$ cat src/ssmsd_pkg.sv
package ssmsd_pkg;

    // Build-time settings of the block
    localparam int MAX_SAMPLES   = 1024;
    localparam int SAMPLE_BITS   = 16;
    localparam int FRACTION_BITS = 8;

    // Field and accumulator widths
    localparam int IN_W   = 16;
    localparam int SUM_W  = 26;
    localparam int SQ_W   = 41;
    localparam int CNT_W  = 11;
    localparam int MEAN_W = 24;
    localparam int DEV_W  = 24;

    // Depth of the queue of closed sets between front and back
    localparam int QUEUE_DEPTH = 2;
    localparam int QPTR_W      = (QUEUE_DEPTH > 1) ? $clog2(QUEUE_DEPTH) : 1;
    localparam int QCNT_W      = $clog2(QUEUE_DEPTH + 1);

    // Back end arithmetic widths
    localparam int SQ_LO_W = 21;
    localparam int SQ_HI_W = SQ_W - SQ_LO_W;
    localparam int MUL_W   = SUM_W;
    localparam int PROD_W  = 2 * MUL_W;
    localparam int V_W     = CNT_W + SQ_W;
    localparam int ROOT_W  = V_W / 2 + FRACTION_BITS;
    localparam int REM_W   = ROOT_W + 2;
    localparam int DIV_N_W = SUM_W + FRACTION_BITS + 1;
    localparam int DIV_D_W = CNT_W + 1;

    typedef struct packed {
        logic signed [SUM_W-1:0] sum;
        logic [SQ_W-1:0]         sq;
        logic [CNT_W-1:0]        cnt;
        logic                    dropped;
    } set_summary_t;

    typedef struct packed {
        logic full;
        logic empty;
    } queue_status_t;

    typedef enum logic [3:0] {
        S_IDLE,
        S_MUL_B,
        S_MUL_LO,
        S_MUL_HI,
        S_SUM_A,
        S_DIFF,
        S_MEAN_START,
        S_MEAN_WAIT,
        S_SQRT,
        S_DEV_START,
        S_DEV_WAIT,
        S_FINISH
    } back_state_t;

endpackage

$ cat src/ssmsd_front.sv
module ssmsd_front
    import ssmsd_pkg::*;
(
    input  logic                   clk,
    input  logic                   rst_n,
    input  logic                   in_valid,
    output logic                   in_ready,
    input  logic signed [IN_W-1:0] sample,
    input  logic                   sample_present,
    input  logic                   last_in_set,
    input  queue_status_t          queue_status,
    output logic                   push,
    output set_summary_t           summary
);

    logic signed [SUM_W-1:0]       sum_reg, sum_next;
    logic [SQ_W-1:0]               sq_reg, sq_next;
    logic [CNT_W-1:0]              cnt_reg, cnt_next;
    logic                          drop_reg, drop_next;
    logic signed [SAMPLE_BITS-1:0] sample_sx;
    logic [SAMPLE_BITS-1:0]        sample_mag;
    logic [2*SAMPLE_BITS-1:0]      mag_sq;
    logic                          accept;
    logic                          take;
    logic signed [SUM_W-1:0]       sum_upd;
    logic [SQ_W-1:0]               sq_upd;
    logic [CNT_W-1:0]              cnt_upd;
    logic                          drop_upd;

    assign in_ready = !queue_status.full;
    assign accept   = in_valid && in_ready;

    assign sample_sx  = SAMPLE_BITS'(sample);
    assign sample_mag = sample_sx[SAMPLE_BITS-1] ? (~sample_sx + 1'b1) : sample_sx;
    assign mag_sq     = sample_mag * sample_mag;

    // A present sample only counts while the set still has room.
    assign take = sample_present && (32'(cnt_reg) < 32'(MAX_SAMPLES));

    always_comb
    begin
        sum_upd  = sum_reg;
        sq_upd   = sq_reg;
        cnt_upd  = cnt_reg;
        drop_upd = drop_reg | (sample_present && !take);
        if (take)
        begin
            sum_upd = sum_reg + SUM_W'(sample_sx);
            sq_upd  = sq_reg + SQ_W'(mag_sq);
            cnt_upd = cnt_reg + 1'b1;
        end
    end

    assign push            = accept && last_in_set;
    assign summary.sum     = sum_upd;
    assign summary.sq      = sq_upd;
    assign summary.cnt     = cnt_upd;
    assign summary.dropped = drop_upd;

    always_comb
    begin
        sum_next  = sum_reg;
        sq_next   = sq_reg;
        cnt_next  = cnt_reg;
        drop_next = drop_reg;
        if (accept)
        begin
            if (last_in_set)
            begin
                sum_next  = '0;
                sq_next   = '0;
                cnt_next  = '0;
                drop_next = 1'b0;
            end
            else
            begin
                sum_next  = sum_upd;
                sq_next   = sq_upd;
                cnt_next  = cnt_upd;
                drop_next = drop_upd;
            end
        end
    end

    always_ff @(posedge clk or negedge rst_n)
    begin
        if (!rst_n)
        begin
            sum_reg  <= '0;
            sq_reg   <= '0;
            cnt_reg  <= '0;
            drop_reg <= 1'b0;
        end
        else
        begin
            sum_reg  <= sum_next;
            sq_reg   <= sq_next;
            cnt_reg  <= cnt_next;
            drop_reg <= drop_next;
        end
    end

endmodule

$ cat src/ssmsd_queue.sv
module ssmsd_queue
    import ssmsd_pkg::*;
(
    input  logic          clk,
    input  logic          rst_n,
    input  logic          push,
    input  set_summary_t  push_data,
    input  logic          pop,
    output set_summary_t  pop_data,
    output queue_status_t status
);

    set_summary_t      entry_reg [QUEUE_DEPTH];
    logic [QPTR_W-1:0] wr_ptr_reg, wr_ptr_next;
    logic [QPTR_W-1:0] rd_ptr_reg, rd_ptr_next;
    logic [QCNT_W-1:0] count_reg, count_next;
    logic              do_push;
    logic              do_pop;

    assign status.full  = (count_reg == QCNT_W'(QUEUE_DEPTH));
    assign status.empty = (count_reg == '0);
    assign do_push      = push && !status.full;
    assign do_pop       = pop && !status.empty;
    assign pop_data     = entry_reg[rd_ptr_reg];

    always_comb
    begin
        wr_ptr_next = wr_ptr_reg;
        rd_ptr_next = rd_ptr_reg;
        count_next  = count_reg;
        if (do_push)
        begin
            wr_ptr_next = (wr_ptr_reg == QPTR_W'(QUEUE_DEPTH - 1)) ? '0 : wr_ptr_reg + 1'b1;
        end
        if (do_pop)
        begin
            rd_ptr_next = (rd_ptr_reg == QPTR_W'(QUEUE_DEPTH - 1)) ? '0 : rd_ptr_reg + 1'b1;
        end
        if (do_push && !do_pop)
        begin
            count_next = count_reg + 1'b1;
        end
        else if (do_pop && !do_push)
        begin
            count_next = count_reg - 1'b1;
        end
    end

    always_ff @(posedge clk)
    begin
        if (do_push)
        begin
            entry_reg[wr_ptr_reg] <= push_data;
        end
    end

    always_ff @(posedge clk or negedge rst_n)
    begin
        if (!rst_n)
        begin
            wr_ptr_reg <= '0;
            rd_ptr_reg <= '0;
            count_reg  <= '0;
        end
        else
        begin
            wr_ptr_reg <= wr_ptr_next;
            rd_ptr_reg <= rd_ptr_next;
            count_reg  <= count_next;
        end
    end

endmodule

$ cat src/ssmsd_div.sv
module ssmsd_div
    import ssmsd_pkg::*;
(
    input  logic               clk,
    input  logic               rst_n,
    input  logic               start,
    input  logic [DIV_N_W-1:0] dividend,
    input  logic [DIV_D_W-1:0] divisor,
    output logic               busy,
    output logic [DIV_N_W-1:0] quotient
);

    localparam int STEP_W = $clog2(DIV_N_W + 1);

    logic               busy_reg, busy_next;
    logic [STEP_W-1:0]  step_reg, step_next;
    logic [DIV_N_W-1:0] quo_reg, quo_next;
    logic [DIV_D_W-1:0] rem_reg, rem_next;
    logic [DIV_D_W-1:0] den_reg, den_next;
    logic [DIV_D_W:0]   rem_shift;
    logic               fits;

    // Restoring division, one quotient bit per cycle; the dividend shifts out
    // of the top of the quotient register as the quotient bits shift in.
    assign rem_shift = {rem_reg, quo_reg[DIV_N_W-1]};
    assign fits      = (rem_shift >= {1'b0, den_reg});

    always_comb
    begin
        busy_next = busy_reg;
        step_next = step_reg;
        quo_next  = quo_reg;
        rem_next  = rem_reg;
        den_next  = den_reg;
        if (start)
        begin
            busy_next = 1'b1;
            step_next = STEP_W'(DIV_N_W);
            quo_next  = dividend;
            rem_next  = '0;
            den_next  = divisor;
        end
        else if (busy_reg)
        begin
            quo_next  = {quo_reg[DIV_N_W-2:0], fits};
            rem_next  = fits ? DIV_D_W'(rem_shift - {1'b0, den_reg}) : DIV_D_W'(rem_shift);
            step_next = step_reg - 1'b1;
            busy_next = (step_reg != STEP_W'(1));
        end
    end

    always_ff @(posedge clk or negedge rst_n)
    begin
        if (!rst_n)
        begin
            busy_reg <= 1'b0;
            step_reg <= '0;
        end
        else
        begin
            busy_reg <= busy_next;
            step_reg <= step_next;
        end
    end

    always_ff @(posedge clk)
    begin
        quo_reg <= quo_next;
        rem_reg <= rem_next;
        den_reg <= den_next;
    end

    assign busy     = busy_reg;
    assign quotient = quo_reg;

endmodule

$ cat src/ssmsd_back.sv
module ssmsd_back
    import ssmsd_pkg::*;
(
    input  logic                     clk,
    input  logic                     rst_n,
    input  queue_status_t            queue_status,
    input  set_summary_t             queue_data,
    output logic                     pop,
    output logic                     out_valid,
    input  logic                     out_ready,
    output logic signed [SUM_W-1:0]  total,
    output logic [CNT_W-1:0]         sample_count,
    output logic signed [MEAN_W-1:0] mean_fixed,
    output logic [DEV_W-1:0]         stddev_fixed,
    output logic                     count_overflow
);

    localparam logic [DIV_N_W-1:0] MEAN_NEG_LIMIT = DIV_N_W'(1) << (MEAN_W - 1);
    localparam logic [DIV_N_W-1:0] MEAN_POS_LIMIT = MEAN_NEG_LIMIT - 1'b1;
    localparam logic [DIV_N_W-1:0] DEV_LIMIT      = (DIV_N_W'(1) << DEV_W) - 1'b1;
    localparam int                 ITER_W         = $clog2(ROOT_W);

    back_state_t        state_reg, state_next;
    set_summary_t       snap_reg;
    logic               neg_reg;
    logic [SUM_W-1:0]   abs_reg;
    logic [PROD_W-1:0]  prod_reg;
    logic [V_W-1:0]     a_reg;
    logic [V_W-1:0]     b_reg;
    logic [V_W-1:0]     v_reg;
    logic [ROOT_W-1:0]  root_reg;
    logic [REM_W-1:0]   rem_reg;
    logic [ITER_W-1:0]  iter_reg;
    logic [MEAN_W-1:0]  mean_reg;
    logic [DEV_W-1:0]   dev_reg;
    logic               out_valid_reg, out_valid_next;
    logic signed [SUM_W-1:0]  total_reg;
    logic [CNT_W-1:0]         count_reg;
    logic signed [MEAN_W-1:0] mean_out_reg;
    logic [DEV_W-1:0]         dev_out_reg;
    logic                     ovf_reg;

    logic [MUL_W-1:0]   mul_a;
    logic [MUL_W-1:0]   mul_b;
    logic [PROD_W-1:0]  mul_prod;
    logic               div_start;
    logic [DIV_N_W-1:0] div_dividend;
    logic [DIV_D_W-1:0] div_divisor;
    logic               div_busy;
    logic [DIV_N_W-1:0] div_quotient;
    logic               out_load;
    logic               out_free;
    logic               queue_sum_neg;
    logic [SUM_W-1:0]   queue_sum_abs;
    logic [REM_W+1:0]   rem_shift;
    logic [REM_W-1:0]   trial;
    logic               root_bit;
    logic [DIV_N_W-1:0] mean_mag;
    logic [DEV_W-1:0]   dev_sat;

    ssmsd_div u_div (
        .clk      (clk),
        .rst_n    (rst_n),
        .start    (div_start),
        .dividend (div_dividend),
        .divisor  (div_divisor),
        .busy     (div_busy),
        .quotient (div_quotient)
    );

    assign out_free      = !out_valid_reg || out_ready;
    assign queue_sum_neg = queue_data.sum[SUM_W-1];
    assign queue_sum_abs = queue_sum_neg ? SUM_W'(-queue_data.sum) : SUM_W'(queue_data.sum);

    assign mul_prod = mul_a * mul_b;

    // One step of the bit-pair square root.
    assign rem_shift = {rem_reg, v_reg[V_W-1 -: 2]};
    assign trial     = {root_reg, 2'b01};
    assign root_bit  = (rem_shift >= (REM_W + 2)'(trial));

    always_comb
    begin
        if (neg_reg)
        begin
            mean_mag = (div_quotient > MEAN_NEG_LIMIT) ? MEAN_NEG_LIMIT : div_quotient;
        end
        else
        begin
            mean_mag = (div_quotient > MEAN_POS_LIMIT) ? MEAN_POS_LIMIT : div_quotient;
        end
        dev_sat = (div_quotient > DEV_LIMIT) ? DEV_W'(DEV_LIMIT) : DEV_W'(div_quotient);
    end

    always_comb
    begin
        state_next = state_reg;
        unique case (state_reg)
            S_IDLE:
            begin
                if (!queue_status.empty)
                begin
                    state_next = S_MUL_B;
                end
            end
            S_MUL_B:
            begin
                state_next = (snap_reg.cnt == '0) ? S_FINISH : S_MUL_LO;
            end
            S_MUL_LO:     state_next = S_MUL_HI;
            S_MUL_HI:     state_next = S_SUM_A;
            S_SUM_A:      state_next = S_DIFF;
            S_DIFF:       state_next = S_MEAN_START;
            S_MEAN_START: state_next = S_MEAN_WAIT;
            S_MEAN_WAIT:
            begin
                if (!div_busy)
                begin
                    state_next = S_SQRT;
                end
            end
            S_SQRT:
            begin
                if (iter_reg == ITER_W'(ROOT_W - 1))
                begin
                    state_next = S_DEV_START;
                end
            end
            S_DEV_START:  state_next = S_DEV_WAIT;
            S_DEV_WAIT:
            begin
                if (!div_busy)
                begin
                    state_next = S_FINISH;
                end
            end
            S_FINISH:
            begin
                if (out_free)
                begin
                    state_next = S_IDLE;
                end
            end
            default:      state_next = S_IDLE;
        endcase
    end

    always_comb
    begin
        pop          = 1'b0;
        div_start    = 1'b0;
        div_dividend = DIV_N_W'(root_reg);
        div_divisor  = DIV_D_W'(snap_reg.cnt);
        mul_a        = abs_reg;
        mul_b        = abs_reg;
        out_load     = 1'b0;
        unique case (state_reg)
            S_IDLE:       pop = !queue_status.empty;
            S_MUL_LO:
            begin
                mul_a = MUL_W'(snap_reg.cnt);
                mul_b = MUL_W'(snap_reg.sq[SQ_LO_W-1:0]);
            end
            S_MUL_HI:
            begin
                mul_a = MUL_W'(snap_reg.cnt);
                mul_b = MUL_W'(snap_reg.sq[SQ_W-1:SQ_LO_W]);
            end
            S_MEAN_START:
            begin
                div_start    = 1'b1;
                div_dividend = (DIV_N_W'(abs_reg) << (FRACTION_BITS + 1)) + DIV_N_W'(snap_reg.cnt);
                div_divisor  = {snap_reg.cnt, 1'b0};
            end
            S_DEV_START:  div_start = 1'b1;
            S_FINISH:     out_load = out_free;
            default:
            begin
            end
        endcase
    end

    always_ff @(posedge clk)
    begin
        case (state_reg)
            S_IDLE:
            begin
                snap_reg <= queue_data;
                neg_reg  <= queue_sum_neg;
                abs_reg  <= queue_sum_abs;
            end
            S_MUL_B:
            begin
                prod_reg <= mul_prod;
                mean_reg <= '0;
                dev_reg  <= '0;
            end
            S_MUL_LO:
            begin
                b_reg    <= V_W'(prod_reg);
                prod_reg <= mul_prod;
            end
            S_MUL_HI:
            begin
                a_reg    <= V_W'(prod_reg);
                prod_reg <= mul_prod;
            end
            S_SUM_A:
            begin
                a_reg <= a_reg + (V_W'(prod_reg) << SQ_LO_W);
            end
            S_DIFF:
            begin
                // A variance term that is not positive gives a deviation of zero.
                v_reg <= (a_reg > b_reg) ? (a_reg - b_reg) : '0;
            end
            S_MEAN_WAIT:
            begin
                mean_reg <= neg_reg ? MEAN_W'(-mean_mag) : MEAN_W'(mean_mag);
                root_reg <= '0;
                rem_reg  <= '0;
                iter_reg <= '0;
            end
            S_SQRT:
            begin
                rem_reg  <= root_bit ? REM_W'(rem_shift - (REM_W + 2)'(trial))
                                     : REM_W'(rem_shift);
                root_reg <= {root_reg[ROOT_W-2:0], root_bit};
                v_reg    <= v_reg << 2;
                iter_reg <= iter_reg + 1'b1;
            end
            S_DEV_WAIT:
            begin
                dev_reg <= dev_sat;
            end
            default:
            begin
            end
        endcase
    end

    always_ff @(posedge clk)
    begin
        if (out_load)
        begin
            total_reg    <= snap_reg.sum;
            count_reg    <= snap_reg.cnt;
            mean_out_reg <= mean_reg;
            dev_out_reg  <= dev_reg;
            ovf_reg      <= snap_reg.dropped;
        end
    end

    always_comb
    begin
        out_valid_next = out_valid_reg;
        if (out_load)
        begin
            out_valid_next = 1'b1;
        end
        else if (out_ready)
        begin
            out_valid_next = 1'b0;
        end
    end

    always_ff @(posedge clk or negedge rst_n)
    begin
        if (!rst_n)
        begin
            state_reg     <= S_IDLE;
            out_valid_reg <= 1'b0;
        end
        else
        begin
            state_reg     <= state_next;
            out_valid_reg <= out_valid_next;
        end
    end

    assign out_valid      = out_valid_reg;
    assign total          = total_reg;
    assign sample_count   = count_reg;
    assign mean_fixed     = mean_out_reg;
    assign stddev_fixed   = dev_out_reg;
    assign count_overflow = ovf_reg;

endmodule

$ cat src/sample_set_mean_and_stddev_top.sv
// Running mean and population standard deviation of a set of signed samples.
// Samples are taken at one per clock cycle while in_ready is high; each is
// added into a running sum, sum of squares and count, and a transaction with
// last_in_set high closes the set. A closed set then passes through a
// two-entry queue to a sequential back end that forms n*S2 - S1^2 on a shared
// 26x26 multiplier, divides for the rounded mean, takes the square root one
// bit pair per cycle and divides again for the deviation, with 35-step
// divisions and a 34-step root at the default sizes. The sample side only
// stalls when two closed sets are already waiting. An empty set gives zeros,
// and samples past the maximum count are dropped and flagged.
module sample_set_mean_and_stddev_top
    import ssmsd_pkg::*;
(
    input  logic                     clk,
    input  logic                     rst_n,
    input  logic                     in_valid,
    output logic                     in_ready,
    input  logic signed [IN_W-1:0]   sample,
    input  logic                     sample_present,
    input  logic                     last_in_set,
    output logic                     out_valid,
    input  logic                     out_ready,
    output logic signed [SUM_W-1:0]  total,
    output logic [CNT_W-1:0]         sample_count,
    output logic signed [MEAN_W-1:0] mean_fixed,
    output logic [DEV_W-1:0]         stddev_fixed,
    output logic                     count_overflow
);

    queue_status_t queue_status;
    set_summary_t  push_data;
    set_summary_t  pop_data;
    logic          push;
    logic          pop;

    ssmsd_front u_front (
        .clk            (clk),
        .rst_n          (rst_n),
        .in_valid       (in_valid),
        .in_ready       (in_ready),
        .sample         (sample),
        .sample_present (sample_present),
        .last_in_set    (last_in_set),
        .queue_status   (queue_status),
        .push           (push),
        .summary        (push_data)
    );

    ssmsd_queue u_queue (
        .clk       (clk),
        .rst_n     (rst_n),
        .push      (push),
        .push_data (push_data),
        .pop       (pop),
        .pop_data  (pop_data),
        .status    (queue_status)
    );

    ssmsd_back u_back (
        .clk            (clk),
        .rst_n          (rst_n),
        .queue_status   (queue_status),
        .queue_data     (pop_data),
        .pop            (pop),
        .out_valid      (out_valid),
        .out_ready      (out_ready),
        .total          (total),
        .sample_count   (sample_count),
        .mean_fixed     (mean_fixed),
        .stddev_fixed   (stddev_fixed),
        .count_overflow (count_overflow)
    );

endmodule
$ cat config.mk
export PLATFORM = sky130hd
export DESIGN_NAME = sample_set_mean_and_stddev_top
export DESIGN_NICKNAME = d
export VERILOG_FILES = /design/src/ssmsd_pkg.sv /design/src/ssmsd_front.sv /design/src/ssmsd_queue.sv /design/src/ssmsd_div.sv /design/src/ssmsd_back.sv /design/src/sample_set_mean_and_stddev_top.sv
export SDC_FILE = /design/constraint.sdc
export NUM_CORES = 2
export LEC_CHECK = 0
export ABC_CLOCK_PERIOD_IN_PS = 18400
export BUFFER_PORTS_ARGS = -buffer_cell sky130_fd_sc_hd__buf_2
export CORE_MARGIN = 3
export CORE_UTILIZATION = 38
export DETAILED_ROUTE_END_ITERATION = 8
export GPL_ROUTABILITY_DRIVEN = 0
export PLACE_DENSITY = 0.51
export SLEW_MARGIN = 25
export SYNTH_ARGS = -nofsm -noshare
export SYNTH_HDL_FRONTEND = slang
export SYNTH_SLANG_ARGS = --single-unit
$ cat constraint.sdc
create_clock -name clk -period 18.4 [get_ports clk]
set_clock_uncertainty 0.2 [all_clocks]
set_input_delay 0 -clock clk [delete_from_list [all_inputs] [get_ports clk]]
set_output_delay 0 -clock clk [all_outputs]
set_load 0.05 [all_outputs]
=== Word-level counts from Yosys, hierarchy flattened ===
Memory sizes are Yosys's and may differ from the RTL's.
Cells that the tools add are included.

* Flip-flop bits (word level): 678
* Memory bits (writable): 158
* Bits of input ports: 22
* Output and inout port bits: 88
* Memories: 1

* Add/sub/neg operators: 17
* $mul: 2
* Order comparisons: 7
* Equality and inequality tests: 19
* Muxes and demuxes: 52
* Bitwise operators: 2
* Reductions and logical operators: 30

{| class="wikitable"
|+ Memory list
! name !! words !! bits a word !! rd ports !! clocked after Yosys merged registers in !! write ports !! line !! source
|-
| u_queue.entry_reg || 2 || 79 || 1 || 0 || 1 || ssmsd_queue.sv:13 || <nowiki>set_summary_t entry_reg [QUEUE_DEPTH];</nowiki>
|}

{| class="wikitable"
|+ Operators by type and width
! cell !! count
|-
| 52-bit one-hot mux with 2 select lines || 2
|-
| 24-bit two-way mux || 5
|-
| 35-bit two-way mux || 3
|-
| 24-bit one-hot mux with 2 select lines || 2
|-
| 41-bit two-way mux || 2
|-
| 26-bit two-way mux || 3
|-
| 36-bit one-hot mux with 2 select lines || 1
|-
| 35-bit by 24-bit greater-than comparator with 1-bit output, second input constant || 2
|-
| 34-bit one-hot mux with 2 select lines || 1
|-
| 52-bit adder || 1
|-
| 52-bit greater-than comparator || 1
|-
| 26-bit by 26-bit multiplier with 52-bit output || 1
|-
| 52-bit two-way mux || 1
|-
| 26-bit one-hot mux with 2 select lines || 1
|-
| 52-bit subtractor || 1
|-
| 4-bit one-hot mux with 12 select lines || 1
|-
| 41-bit by 32-bit adder with 41-bit output || 1
|-
| 38-bit by 36-bit >= comparator with 1-bit output || 1
|-
| 36-bit two-way mux || 1
|-
| 36-bit subtractor || 1
|-
| 35-bit by 11-bit adder with 35-bit output || 1
|-
| 35-bit by 23-bit greater-than comparator with 1-bit output, second input constant || 1
|-
| 11-bit two-way mux || 3
|-
| 16-bit by 16-bit multiplier with 32-bit output || 1
|-
| 42 further kinds || 91
|}

=== Longest topological paths before layout ===
* Depth after elaboration: 9
* Depth in mapped cells: 35
* Gate-level depth less buffers: 33

=== Hierarchy ===
A second synthesis with hierarchy kept.

* Cells, all modules: 7201
* Area, all modules: 72807.3 sq um

{| class="wikitable"
|+ By module, submodules not included
! module !! instances !! cells each !! area an instance (sq um) !! seq. area each (sq um)
|-
| ssmsd_back || 1 || 5037 || 49522.5 || 15800.2
|-
| ssmsd_front || 1 || 1638 || 13739.4 || 1976.9
|-
| ssmsd_queue || 1 || 265 || 6298.5 || 4844.6
|-
| ssmsd_div || 1 || 261 || 3246.9 || 1826.8
|}

=== Worst setup path after synthesis ===
No wires, ideal clock.

* Path type: reg-to-reg
* Start point: register u_back.state_reg[0]
* End point: register u_queue.count_reg[1]
* Library setup time: 0.079 ns
* Data arrival time: 13.683 ns
* Required time: 18.121 ns
* Path slack: 4.437 ns
* Cell stages (with the launch flop): 9
* Clock period less this slack: 13.963 ns
* Cells stage by stage: dfrtp_1 > clkbuf_1 > clkbuf_1 > nor4_1 > o21ai_0 > ha_1 > xor2_1 > nor2_1 > xor2_1

* Word-level cells in the longest chain between the ends: 6

{| class="wikitable"
|+ Ends and longest elaborated chain
! element !! line !! source
|-
| from (decl) || ssmsd_back.sv:23 || <nowiki>back_state_t state_reg, state_next;</nowiki>
|-
| from (signal assigned) || ssmsd_back.sv:276 || <nowiki>state_reg <= state_next;</nowiki>
|-
| 4-bit zero test * || ssmsd_back.sv:157 || <nowiki>unique case (state_reg)</nowiki>
|-
| 1-bit two-way mux * || ssmsd_back.sv:157 ||
|-
| 1-bit logical AND * || ssmsd_queue.sv:23 || <nowiki>assign do_pop = pop && !status.empty;</nowiki>
|-
| 1-bit zero test || ssmsd_queue.sv:39 || <nowiki>if (do_push && !do_pop)</nowiki>
|-
| 1-bit logical AND || ssmsd_queue.sv:39 ||
|-
| 2-bit two-way mux or 2-bit nonzero test (tied branches) || - ||
|-
| to (signal assigned) || ssmsd_queue.sv:69 || <nowiki>count_reg <= count_next;</nowiki>
|-
| to (decl) || ssmsd_queue.sv:16 || <nowiki>logic [QCNT_W-1:0] count_reg, count_next;</nowiki>
|}

Mark *: on every way between the ends. The rest lies on a longest branch, timed or not.
A chain may end at the register's enable or synchronous reset.

=== Worst setup path after layout ===
* Start point: register u_back.state_reg[2]
* End point: register u_back.prod_reg[48] (data pin)

* Word-level cells in the longest chain between the ends: 4

{| class="wikitable"
|+ Ends and longest elaborated chain
! element !! line !! source
|-
| 4-bit by 2-bit == test with 1-bit output || ssmsd_back.sv:157 ||
|-
| 2-bit OR reduction (no source line) || - ||
|-
| 26-bit two-way mux || ssmsd_back.sv:157 ||
|-
| 26-bit by 26-bit multiplier with 52-bit output * || ssmsd_back.sv:75 || <nowiki>assign mul_prod = mul_a * mul_b;</nowiki>
|-
| named net u_back.mul_prod[48] || ssmsd_back.sv:45 || <nowiki>logic [PROD_W-1:0] mul_prod;</nowiki>
|-
| to (signal assigned) || ssmsd_back.sv:194 || <nowiki>prod_reg <= mul_prod;</nowiki>
|-
| to (signal assigned) || ssmsd_back.sv:201 || <nowiki>prod_reg <= mul_prod;</nowiki>
|-
| to (signal assigned) || ssmsd_back.sv:206 || <nowiki>prod_reg <= mul_prod;</nowiki>
|-
| to (decl) || ssmsd_back.sv:27 || <nowiki>logic [PROD_W-1:0] prod_reg;</nowiki>
|}

The timed path passes the listed nets; every way through them passes the cells marked *.

==> flow_summary.toml <==
[outcome]
outcome = "finished clean"

[worst_setup_path]
cpMostUsedCell = "fa_1"
crit_arrival_ns = 10.88
crit_required_ns = 18.65
crit_path_max_incr_delay_ns = 0.71
start_kind = "register"
worstSetupPathType = "reg2reg"
critPathSlowestCell = "nor2_1"
crit_path_max_fanout = 56
worst_setup_path_end_kind = "register"

[place]
io_buffers = 109
hpwlAfterDp_um = 151300
place_ws_ns = 7.774

[clocking]
cts-htree-levels = 3
clock-sinks = 834
clk_pin_slew_worst_paths_ns = 0.06
cts_resized = 0
cts_tree = "done"
clock-root-buffer = "clkbuf_16"
clkLatencyLatePin_ns = 0.74
cts_buffers = 95
post-cts-setup-buffers = 0
cts.path.max_buffers = 3

[yosys]
yosysMostFrequentCell = "inv_1"
yosys.area.top_type = "edfxtp_1"
synth_cell_type_count = 100
synth_edf_count = 727
netlist_area_um2 = 71020
yosys_register_bits = 834
syn_avg_cell_area_um2 = 10.15
syn_inst = 6995
synth_area_leaders = "edfxtp_1 (31%), fa_1 (22%), ha_1 (8.1%)"
synth_async_sr_flop_share_pct = 11.39
synth_top_area_share_pct = 30.74
synth_warnings = 0
yosys_most_used_dff = "edfxtp_1"
synth-seq-area-share_pct = 34.43
yosys-top-cells-count = "inv_1 (1,205), nand2_1 (771), fa_1 (767)"

[detailed_routing]
wl_per_cell_um = 20.63
routed_wl_um = 198500
via_per_inst = 5.149
drtPass1Iterations = 6
drt_iter0_drc = 3350
ant_nets = 0
remaining_drc_errors = 0
route.vias.total = 49530

[floorplanning]
die_x_um = 438.3
core_um2 = 185600
fp.dieH_um = 438.3
ios = 110
initial_core_util_pct = 38.26
rows = 158
die_area_um2 = 192100

[cells_and_area]
num-nets-final = 8306
largest_reg_flops = 158
layout-drive-gt1-share_pct = 7.271
fillCellCount = 17950
area_delta_synth_final_pct = 10.07
utilization_pct = 42.11

[timing]
post-route-period-util_pct = 57.74
fin_crit_ns = 10.62
grt_setup_unrepaired = "no"
clock.fmax_mhz = 94.13
worst_pin_slew_ns = 1.084
tns_ns = 0
hold_viol = 0
setup_viol_count_final = 0
setup_ws_ns = 7.777
slew_violations = 0
maxSlewHeadroom_pct = 27.75

[global_routing]
grt_max_degree = 84
grt_antenna_before_repair = 4
grtUsageTotal_pct = 20.61
overflow = 0
grt_pass1_wl_um = 306100
first_global_vias = 50740

[job]
max_cap_viol_count = 0

[hold_path]
hold_class = "in2reg"
==> critical path: cells and delay by family (launching register included) <==
family	cells	cell delay, ns
DFF	1	0.57
and+or+nand+nor	6	1.94
buffers and inverters	8	1.41
xor gates and xnor gates	1	0.09
adders and majority gates	8	3.94
AOI/OAI and AO/OA	8	2.15
==> layout by cell type (no fill, tap or decap), types with 95 or more instances in the layout <==
master and count:
xor2_1 119, nor2_1 550, ha_1 458, buf_2 108, inv_1 1204, buf_4 99
o21ai_0 301, a21oi_1 268, a21o_1 150, nand2_1 766, edfxtp_1 727, and3_1 121
fa_1 767, xnor2_1 195, clkbuf_16 95
==> per-layer routing <==
layer / global-route usage [%] / wire length (um)
met5: 0 / 0
met3: 2.527 / 10250
met4: 5.336 / 4906
met2: 34.05 / 94550
met1: 28.69 / 88750
==> worst paths after layout <==
path	end	from	cells past startpoint	slack [ns]
worst max-delay path	u_back.prod_reg[48]	u_back.state_reg[2]	31	7.78
worst min-delay path	u_queue.entry_reg[0][64]	sample[11]	5	0.05
worst max register to register	u_back.prod_reg[48]	u_back.state_reg[2]	31	7.78
worst min register to register	u_back.stddev_fixed[19]	u_back.dev_reg[19]	0	0.19
max in group asynchronous	u_queue.rd_ptr_reg	rst_n	4	17.12
min in group asynchronous	u_back.state_reg[1]	rst_n	4	0.30
==> logic make-up (layout without fill, tap and decap cells) <==
group | Yosys count | count (layout) | synth area share, %
AND/OR/NAND/NOR | 1838 | 1838 | 11.40
buffers and inverters | 1498 | 1632 | 7.986
adder cells (fa/ha/maj) | 1225 | 1225 | 29.69
AO/OA/AOI/OAI | 1141 | 1141 | 10.47
flip-flops | 834 | 834 | 34.43
XOR/XNOR | 314 | 314 | 3.872
multiplexers | 143 | 143 | 2.151
other | 2 | 12 | 0.01057
==> timing repair <==
item                                   CTS  global route
endpoints found under the hold margin  227             0
hold buffers                            27             0
setup endpoints to repair                0             0
==> area by class of cell <==
cell class	count	area (um^2)	share of cell area, %
Antenna cell	1	2.502	0.003201
Clock buffer	122	2569	3.286
Clock inverter	54	754.5	0.9652
Inverter	1218	4572	5.849
Multi-Input combinational cell	4672	41070	52.54
Sequential cell	834	24450	31.28
Tap cell	2480	3103	3.969
Timing Repair Buffer	238	1645	2.105
==> metrics by stage <==
stage	area, um^2	hold WS (ns)	std cells
finish	78170	0.04791	9619
global route	78170	0.07276	9618
CTS	78160	0.006020	9618
detailed placement	74550	-0.006422	9415
global placement	74480	-0.01945	9412
floorplan	71050	-0.4956	7004
Power is left out: the tool's default activity adds up to more than one toggle a clock period on the data nets, which glitch-free logic cannot reach.
